[config.mk]
export PLATFORM = sky130hd
export DESIGN_NAME = hsv_to_rgb_converter
export DESIGN_NICKNAME = d
export VERILOG_FILES = /design/src/rtl/hsv2rgb_pkg.sv /design/src/rtl/hsv_to_rgb_converter.sv
export SDC_FILE = /design/constraint.sdc
export NUM_CORES = 2
export LEC_CHECK = 0
export BUFFER_PORTS_ARGS = -buffer_cell sky130_fd_sc_hd__buf_4
export CORE_ASPECT_RATIO = 1.4
export CORE_UTILIZATION = 45
export CTS_CLUSTER_DIAMETER = 40
export DETAILED_ROUTE_END_ITERATION = 8
export HOLD_SLACK_MARGIN = 0.08
export PLACE_DENSITY = 0.66
export SLEW_MARGIN = 30
export SYNTH_ARGS = -nofsm -noshare
export SYNTH_HDL_FRONTEND = slang
export SYNTH_SLANG_ARGS = --single-unit
[constraint.sdc]
create_clock -name i_clk -period 7.98 [get_ports i_clk]
set_input_delay 0.798 -clock i_clk [delete_from_list [all_inputs] [get_ports i_clk]]
set_output_delay 0.798 -clock i_clk [all_outputs]
set_load 0.005 [all_outputs]
[src/rtl/hsv2rgb_pkg.sv]
package hsv2rgb_pkg;

    // Number formats of the ports.
    localparam int HUE_FRAC_BITS  = 6;
    localparam int UNIT_FRAC_BITS = 12;
    localparam int HUE_W          = 16;
    localparam int UNIT_W         = 13;
    localparam int CHAN_W         = 8;

    localparam longint UNIT_ONE    = longint'(1) << UNIT_FRAC_BITS;
    localparam longint SECTOR_SPAN = longint'(60) << HUE_FRAC_BITS;
    localparam longint FULL_TURN   = longint'(360) << HUE_FRAC_BITS;
    localparam longint FULL_SCALE  = 255;

    // Fraction within a sector, and the same range including the span itself.
    localparam int FRAC_W  = $clog2(SECTOR_SPAN);
    localparam int SPAN_W  = $clog2(SECTOR_SPAN + 1);

    // A channel weight lies in 0 .. UNIT_ONE * SECTOR_SPAN.
    localparam longint WEIGHT_MAX = UNIT_ONE * SECTOR_SPAN;
    localparam int     WEIGHT_W   = $clog2(WEIGHT_MAX + 1);
    localparam int     PROD_W     = UNIT_W + WEIGHT_W;

    // 255 / (ONE * ONE * SPAN) equals 17 / 2^SHIFT, since SPAN = 15 << (HUE_FRAC_BITS + 2).
    localparam int SCALED_W = PROD_W + 5;
    localparam int SHIFT    = 2 * UNIT_FRAC_BITS + HUE_FRAC_BITS + 2;

    typedef enum logic [2:0] {
        SEC_RED_YELLOW   = 3'd0,
        SEC_YELLOW_GREEN = 3'd1,
        SEC_GREEN_CYAN   = 3'd2,
        SEC_CYAN_BLUE    = 3'd3,
        SEC_BLUE_MAGENTA = 3'd4,
        SEC_MAGENTA_RED  = 3'd5
    } t_sector;

    typedef struct packed {
        logic [HUE_W-1:0]  hue;
        logic              hue_undefined;
        logic [UNIT_W-1:0] saturation;
        logic [UNIT_W-1:0] brightness;
    } t_hsv_word;

    typedef struct packed {
        logic [CHAN_W-1:0] red;
        logic [CHAN_W-1:0] green;
        logic [CHAN_W-1:0] blue;
    } t_rgb_word;

endpackage

[src/rtl/hsv_to_rgb_converter.sv]
// Channel  Dir  Handshake                  Payload
// in       in   i_in_valid / o_in_ready    i_in_data: hue, hue_undefined, saturation, brightness
// out      out  o_out_valid / i_out_ready  o_out_data: red, green, blue
//
// Five register stages: sector split, saturation products, weight select,
// brightness multiply, scale and output register. One word enters per cycle while o_in_ready is high.
// Reset (synchronous, active low) clears only the stage valid bits.
// A stall at the output fills empty stages first; o_in_ready falls only when all
// five stages hold a word, and no word is dropped or repeated.
module hsv_to_rgb_converter (
    input  logic                   i_clk,
    input  logic                   i_rst_n,
    input  logic                   i_in_valid,
    output logic                   o_in_ready,
    input  hsv2rgb_pkg::t_hsv_word i_in_data,
    output logic                   o_out_valid,
    input  logic                   i_out_ready,
    output hsv2rgb_pkg::t_rgb_word o_out_data
);

    localparam int UNIT_W   = hsv2rgb_pkg::UNIT_W;
    localparam int FRAC_W   = hsv2rgb_pkg::FRAC_W;
    localparam int SPAN_W   = hsv2rgb_pkg::SPAN_W;
    localparam int WEIGHT_W = hsv2rgb_pkg::WEIGHT_W;
    localparam int PROD_W   = hsv2rgb_pkg::PROD_W;
    localparam int SCALED_W = hsv2rgb_pkg::SCALED_W;
    localparam int CHAN_W   = hsv2rgb_pkg::CHAN_W;

    localparam logic [UNIT_W-1:0]   ONE_U    = UNIT_W'(hsv2rgb_pkg::UNIT_ONE);
    localparam logic [SPAN_W-1:0]   SPAN_S   = SPAN_W'(hsv2rgb_pkg::SECTOR_SPAN);
    localparam logic [WEIGHT_W-1:0] WMAX     = WEIGHT_W'(hsv2rgb_pkg::WEIGHT_MAX);
    localparam logic [SCALED_W-1:0] SCALE_MX = SCALED_W'(hsv2rgb_pkg::FULL_SCALE);

    function automatic logic [CHAN_W-1:0] scale_chan(input logic [PROD_W-1:0] p);
        logic [SCALED_W-1:0] x;
        logic [SCALED_W-1:0] hi;
        x  = (SCALED_W'(p) << 4) + SCALED_W'(p);
        hi = x >> hsv2rgb_pkg::SHIFT;
        return (hi > SCALE_MX) ? CHAN_W'(SCALE_MX) : CHAN_W'(hi);
    endfunction

    // Stage enables: a stage loads when it is empty or its word moves on.
    logic en1, en2, en3, en4, en5;

    logic r_v1, r_v2, r_v3, r_v4, r_v5;

    // Stage 1 registers.
    hsv2rgb_pkg::t_sector r_sec1, n_sec1;
    logic [FRAC_W-1:0]    r_frac1, n_frac1;
    logic [UNIT_W-1:0]    r_s1, n_s1;
    logic [UNIT_W-1:0]    r_val1, n_val1;
    logic                 r_blk1, n_blk1;

    // Stage 2 registers.
    hsv2rgb_pkg::t_sector r_sec2;
    logic [WEIGHT_W-1:0]  r_sf2, n_sf2;
    logic [WEIGHT_W-1:0]  r_sg2, n_sg2;
    logic [WEIGHT_W-1:0]  r_wp2, n_wp2;
    logic [UNIT_W-1:0]    r_val2;
    logic                 r_blk2;

    // Stage 3 registers.
    logic [WEIGHT_W-1:0]  r_wr3, r_wg3, r_wb3, n_wr3, n_wg3, n_wb3;
    logic [UNIT_W-1:0]    r_val3;
    logic                 r_blk3;

    // Stage 4 registers.
    logic [PROD_W-1:0]    r_pr4, r_pg4, r_pb4, n_pr4, n_pg4, n_pb4;
    logic                 r_blk4;

    // Stage 5 is the output register.
    hsv2rgb_pkg::t_rgb_word r_out5, n_out5;

    assign en5 = !r_v5 || i_out_ready;
    assign en4 = !r_v4 || en5;
    assign en3 = !r_v3 || en4;
    assign en2 = !r_v2 || en3;
    assign en1 = !r_v1 || en2;

    assign o_in_ready  = en1;
    assign o_out_valid = r_v5;
    assign o_out_data  = r_out5;

    always_ff @(posedge i_clk) begin
        if (!i_rst_n) begin
            r_v1 <= 1'b0;
            r_v2 <= 1'b0;
            r_v3 <= 1'b0;
            r_v4 <= 1'b0;
            r_v5 <= 1'b0;
        end else begin
            if (en1) begin
                r_v1 <= i_in_valid;
            end
            if (en2) begin
                r_v2 <= r_v1;
            end
            if (en3) begin
                r_v3 <= r_v2;
            end
            if (en4) begin
                r_v4 <= r_v3;
            end
            if (en5) begin
                r_v5 <= r_v4;
            end
        end
    end

    // Stage 1: clamp the units, set an undefined or out-of-range hue to zero and split it into sector and fraction.
    always_comb begin
        logic [31:0] hue_w;
        logic [31:0] base;
        logic [2:0]  sec;
        hue_w  = 32'(i_in_data.hue);
        n_s1   = (i_in_data.saturation > ONE_U) ? ONE_U : i_in_data.saturation;
        n_val1 = (i_in_data.brightness > ONE_U) ? ONE_U : i_in_data.brightness;
        // Zero saturation with a defined hue is black; with an undefined hue the
        // regular path gives grey, since every weight is then full.
        n_blk1 = (n_s1 == '0) && !i_in_data.hue_undefined;
        if (i_in_data.hue_undefined || (hue_w >= 32'(hsv2rgb_pkg::FULL_TURN))) begin
            hue_w = '0;
        end
        sec  = '0;
        base = '0;
        for (int k = 1; k < 6; k++) begin
            if (hue_w >= 32'(k * hsv2rgb_pkg::SECTOR_SPAN)) begin
                sec  = 3'(k);
                base = 32'(k * hsv2rgb_pkg::SECTOR_SPAN);
            end
        end
        n_sec1  = hsv2rgb_pkg::t_sector'(sec);
        n_frac1 = FRAC_W'(hue_w - base);
    end

    // Stage 2: saturation products for p, q and t.
    always_comb begin
        logic [SPAN_W-1:0] rest;
        rest  = SPAN_S - SPAN_W'(r_frac1);
        n_sf2 = WEIGHT_W'(WEIGHT_W'(r_s1) * WEIGHT_W'(r_frac1));
        n_sg2 = WEIGHT_W'(WEIGHT_W'(r_s1) * WEIGHT_W'(rest));
        n_wp2 = WEIGHT_W'(WEIGHT_W'(ONE_U - r_s1) * WEIGHT_W'(SPAN_S));
    end

    // Stage 3: finish q and t and route the weights by sector.
    always_comb begin
        logic [WEIGHT_W-1:0] wq;
        logic [WEIGHT_W-1:0] wt;
        wq = WMAX - r_sf2;
        wt = WMAX - r_sg2;
        case (r_sec2)
            hsv2rgb_pkg::SEC_RED_YELLOW: begin
                n_wr3 = WMAX;  n_wg3 = wt;    n_wb3 = r_wp2;
            end
            hsv2rgb_pkg::SEC_YELLOW_GREEN: begin
                n_wr3 = wq;    n_wg3 = WMAX;  n_wb3 = r_wp2;
            end
            hsv2rgb_pkg::SEC_GREEN_CYAN: begin
                n_wr3 = r_wp2; n_wg3 = WMAX;  n_wb3 = wt;
            end
            hsv2rgb_pkg::SEC_CYAN_BLUE: begin
                n_wr3 = r_wp2; n_wg3 = wq;    n_wb3 = WMAX;
            end
            hsv2rgb_pkg::SEC_BLUE_MAGENTA: begin
                n_wr3 = wt;    n_wg3 = r_wp2; n_wb3 = WMAX;
            end
            default: begin
                n_wr3 = WMAX;  n_wg3 = r_wp2; n_wb3 = wq;
            end
        endcase
    end

    // Stage 4: brightness times weight.
    always_comb begin
        n_pr4 = PROD_W'(PROD_W'(r_val3) * PROD_W'(r_wr3));
        n_pg4 = PROD_W'(PROD_W'(r_val3) * PROD_W'(r_wg3));
        n_pb4 = PROD_W'(PROD_W'(r_val3) * PROD_W'(r_wb3));
    end

    // Stage 5: scale to 0..255, truncating and clamping, or give zero for a black word.
    always_comb begin
        if (r_blk4) begin
            n_out5 = '0;
        end else begin
            n_out5.red   = scale_chan(r_pr4);
            n_out5.green = scale_chan(r_pg4);
            n_out5.blue  = scale_chan(r_pb4);
        end
    end

    always_ff @(posedge i_clk) begin
        if (en1) begin
            r_sec1  <= n_sec1;
            r_frac1 <= n_frac1;
            r_s1    <= n_s1;
            r_val1  <= n_val1;
            r_blk1  <= n_blk1;
        end
        if (en2) begin
            r_sec2 <= r_sec1;
            r_sf2  <= n_sf2;
            r_sg2  <= n_sg2;
            r_wp2  <= n_wp2;
            r_val2 <= r_val1;
            r_blk2 <= r_blk1;
        end
        if (en3) begin
            r_wr3  <= n_wr3;
            r_wg3  <= n_wg3;
            r_wb3  <= n_wb3;
            r_val3 <= r_val2;
            r_blk3 <= r_blk2;
        end
        if (en4) begin
            r_pr4  <= n_pr4;
            r_pg4  <= n_pg4;
            r_pb4  <= n_pb4;
            r_blk4 <= r_blk3;
        end
        if (en5) begin
            r_out5 <= n_out5;
        end
    end

    a_frac_in_span: assert property (@(posedge i_clk) disable iff (!i_rst_n)
        r_v1 |-> (longint'(r_frac1) < hsv2rgb_pkg::SECTOR_SPAN))
        else $error("sector fraction out of range");

    a_weights_bounded: assert property (@(posedge i_clk) disable iff (!i_rst_n)
        r_v3 |-> ((r_wr3 <= WMAX) && (r_wg3 <= WMAX) && (r_wb3 <= WMAX)))
        else $error("channel weight above full scale");

    a_black_word: assert property (@(posedge i_clk) disable iff (!i_rst_n)
        (en5 && r_v4 && r_blk4) |=> (o_out_valid && (o_out_data == '0)))
        else $error("black word not zero at output");

    a_ready_only_full: assert property (@(posedge i_clk) disable iff (!i_rst_n)
        !o_in_ready |-> (r_v1 && r_v2 && r_v3 && r_v4 && r_v5))
        else $error("input stalled with an empty stage");

endmodule

==> results.txt <==
----------------------------------------------------
[Worst setup path]
  Worst Path Required ... 8390 ps
  Startpoint of the worst-slack reg-to-reg timing path ... r_frac1[2]$_DFFE_PP_
  Crit path max fanout ... 17
  Startpoint type of the worst setup path ... register
  Critical path class ... register to register
  Worst setup path startpoint ... r_frac1[2]$_DFFE_PP_
  CP Capture Type ... register
  Critical path data arrival time ... 7390 ps

[Route]
  Number of vias per cell ... 5.332
  Vias after detailed routing ... 39,410
  Drt wl/cell ... 17.39 um
  Number of nets still failing antenna checks after routing ... 0
  Initial detailed-routing violation count ... 1,727
  Number of DRC violations after detailed routing ... 0
  Drt total wl ... 128,500 um
  Router iterations before antenna repair ... 5

[Finish]
  Utilization after layout ... 48.73%
  Most common cell after layout, fill and taps aside ... sky130_fd_sc_hd__inv_1
  Count of nets after finishing ... 7,229
  Layout Area Growth over Synthesis ... 7.314%
  Number of inserted diodes ... 0
  Filler Cells Inserted ... 11,530
  Most frequent cells in the layout ... sky130_fd_sc_hd__inv_1 (1,007), sky130_fd_sc_hd__fa_1 (968), sky130_fd_sc_hd__nand2_1 (919), sky130_fd_sc_hd__ha_1 (485), sky130_fd_sc_hd__and2_1 (450)
  Fraction of final layout cells with drive strength greater than 1 ... 4.937%

[Synthesis]
  Number of register bits inferred by synthesis ... 349
  Post-Synthesis Net Count ... 7,315
  Avg Cell Area, Syn ... 9.593 um2
  Synth warnings ... 0
  Primary FF master, synth ... sky130_fd_sc_hd__edfxtp_1
  Number of flops mapped to enable cells by yosys ... 344
  Seq/Total Area, Yosys ... 18.70%
  Number of instances in the synthesized netlist ... 5,815
  Asr flop ratio synth ... 0%
  Netlist Area Pre-Place ... 55,780 um2
  Cell variety after synth ... 86

[Power]
  Portion of total power attributed to the clock network ... 10.5%
  Switching portion of total power ... 47.82%
  Net switching power ... 10,690 uW
  Sequential cell fraction of total power ... 19.5%
  Worst voltage drop across the vdd grid ... 0.0004594 V
  Pwr dens ... 373.2 nW/um2
  Standby leakage power ... 0.02796 uW
  Portion of total power attributed to combinational logic ... 70.0%
  Int Pwr ... 11,660 uW

[Floorplan]
  Die width ... 299.6 um
  Std-Cell Core Area ... 122,900 um2
  Die Outline Area ... 125,400 um2
  Vert. Die Dim ... 418.6 um
  # IOs ... 73
  Initial cell density of the core ... 45.41%
  Placement row count ... 152

[Timing]
  Sum of negative setup slack ... 0 ps
  Setup Skew ... 59.61 ps
  Maximum achievable frequency ... 143.1 MHz
  Number of failing hold endpoints at the final stage ... 0
  Slew margin rel. ... 32.80%
  Total count of max-transition violations in the final report ... 0
  Transition at the pin with the smallest max-transition slack ... 1008 ps
  Count of final setup violators ... 0
  Setup repair after global routing missed its margin ... no
  Final critical-path share of the clock period ... 87.55%
  Time the final worst path needs with I/O delays and setup ... 6987 ps

[GRT]
  First-pass GRT wire length ... 214,000 um
  Maximum number of pins on one net before global-route repair ... 87
  Aggregate global routing overflow ... 0
  Number of antenna violations at the first check in global routing ... 0
  GRT Overall Usage ... 21.20%
  Via count of the first global-routing pass ... 42,760

[Placed design]
  Half-perimeter wire length after placement ... 102,600 um
  Number of buffer cells added on primary ports ... 72
  GP Congestion ... 0.8766

[Clock network]
  TritonCTS Buffers ... 54
  Clock sink count ... 349
  # Post-CTS Setup Buffers ... 0
  Clk Tree Root Cell ... sky130_fd_sc_hd__clkbuf_16
  Count of H-tree levels built during CTS ... 2
  CTS Hold Bufs ... 0
  Post-cts repair resize count ... 0
  Insertion delay to the later sink of the worst-skew pair ... 660 ps
  Longest Clk Path Bufs ... 3
  Clock Pin Slew Worst Setup and Hold Paths ... 60 ps
  CTS tree ... done

[Worst hold path]
  Class of the most critical hold timing path ... primary input to register
  Hold wc startpoint ... i_rst_n

[Run status]
  Status ... complete, no violations

[Flow run]
  Total of max-cap violations ... 0

----------------------------------------------------
-- synthesized netlist by cell type (62+ instances only) --
cell / count / area share [%]
sky130_fd_sc_hd__o21ai_0: 123 / 1.1
sky130_fd_sc_hd__nor2_1: 163 / 1.1
sky130_fd_sc_hd__edfxtp_1: 344 / 19
sky130_fd_sc_hd__inv_1: 1008 / 6.8
sky130_fd_sc_hd__a21oi_1: 164 / 1.5
sky130_fd_sc_hd__a21o_1: 94 / 1.3
sky130_fd_sc_hd__xor2_1: 81 / 1.3
sky130_fd_sc_hd__nor2b_1: 62 / 0.70
sky130_fd_sc_hd__fa_1: 968 / 35
sky130_fd_sc_hd__nand2_1: 921 / 6.2
sky130_fd_sc_hd__clkbuf_1: 271 / 1.8
sky130_fd_sc_hd__xnor2_1: 137 / 2.2
sky130_fd_sc_hd__ha_1: 485 / 11
sky130_fd_sc_hd__and2_1: 450 / 5.0
-- logic make-up (layout without fill, tap and decap cells) --
family	count (synthesis)	count (layout)	synth area share, %
adders and majority gates	1453	1453	45.62
DFF	349	349	18.70
buffers and inverters	1291	1249	8.691
and+or+nand+nor	1859	1859	15.88
muxes	6	6	0.1099
AOI/OAI and AO/OA	639	639	7.579
xor gates and xnor gates	218	218	3.423
-- flip-flops by register name, indices dropped and copies added, names as in the netlist, 16 cells and up --
| signal | cells |
|---|---|
| r_wb3 | 24 |
| r_wg3 | 24 |
| o_out_data | 24 |
| r_wp2 | 16 |
| r_sf2 | 24 |
| r_pb4 | 37 |
| r_pr4 | 37 |
| r_pg4 | 37 |
| r_sg2 | 23 |
| r_wr3 | 24 |
-- per-stage QoR --
stage | power, uW | hold slack, ps | std cells | setup slack [ps] | area, um2
6_report | 22340 | 383.3 | 7390 | 993.4 | 59860
2_1_floorplan | 16150 | 400.3 | 5815 | 1566 | 55780
4_1_cts | 22610 | 334.9 | 7390 | 867.6 | 59850
3_5_place_dp | 20100 | 404.5 | 7290 | 877.0 | 58010
3_3_place_gp | 19720 | 402.9 | 7285 | 1026 | 57930
5_1_grt | 24820 | 346.6 | 7390 | 583.5 | 59860
-- final timing paths --
kind	slack, ps	cells past startpoint	endpoint
min reg2reg	410	0	r_val3[9]$_DFFE_PP_
max reg2reg	990	23	r_sg2[23]$_DFFE_PP_
max	990	23	r_sg2[23]$_DFFE_PP_
min	380	2	r_v3$_SDFFE_PN0P_
-- metal layers --
metal	vias up	part of all wire [%]	global-route usage [%]
met5	-	0	0
met4	0	4.2	9.132
met3	301	4.2	2.303
met2	1002	53	39.99
met1	19990	38	23.92
li1	18110	-	-
-- area by class of cell --
cell class	count	area, um2	area share (%)
repair buffers	139	1227	2.050
inverters	1010	3792	6.335
well taps	1617	2023	3.380
clock inverters	40	469.2	0.7838
multi-input cells	4175	40550	67.73
clock buffers	60	1374	2.295
flip-flops and latches	349	10430	17.42
-- power groups by stage --
stage	Sequential [uW]	Clock [uW]	Combinational, uW
after floorplan	3670	0	12500
after global placement	4350	0	15400
after detailed placement	4360	0	15700
after CTS	4320	2420	15900
after global routing	4410	2490	17900
final	4350	2350	15600
-- worst max-delay path: stages, from the launching register on --
cell	delay [ps]
sky130_fd_sc_hd__edfxtp_1	620
sky130_fd_sc_hd__or4_1	660
sky130_fd_sc_hd__nor4_1	360
sky130_fd_sc_hd__xnor2_2	330
sky130_fd_sc_hd__nand2_1	170
sky130_fd_sc_hd__fa_1	520
sky130_fd_sc_hd__fa_1	550
sky130_fd_sc_hd__inv_1	50
sky130_fd_sc_hd__fa_1	450
sky130_fd_sc_hd__fa_1	500
sky130_fd_sc_hd__inv_1	50
sky130_fd_sc_hd__fa_1	470
sky130_fd_sc_hd__inv_1	40
sky130_fd_sc_hd__ha_1	330
sky130_fd_sc_hd__o21a_1	130
sky130_fd_sc_hd__o21a_1	170
sky130_fd_sc_hd__o21ai_0	250
sky130_fd_sc_hd__o2bb2ai_1	160
sky130_fd_sc_hd__a31oi_1	100
sky130_fd_sc_hd__nand4_1	160
sky130_fd_sc_hd__nand4_1	100
sky130_fd_sc_hd__a31oi_1	240
sky130_fd_sc_hd__o21ai_0	160
sky130_fd_sc_hd__xnor2_1	150
Power figures use the tool's default switching activity.
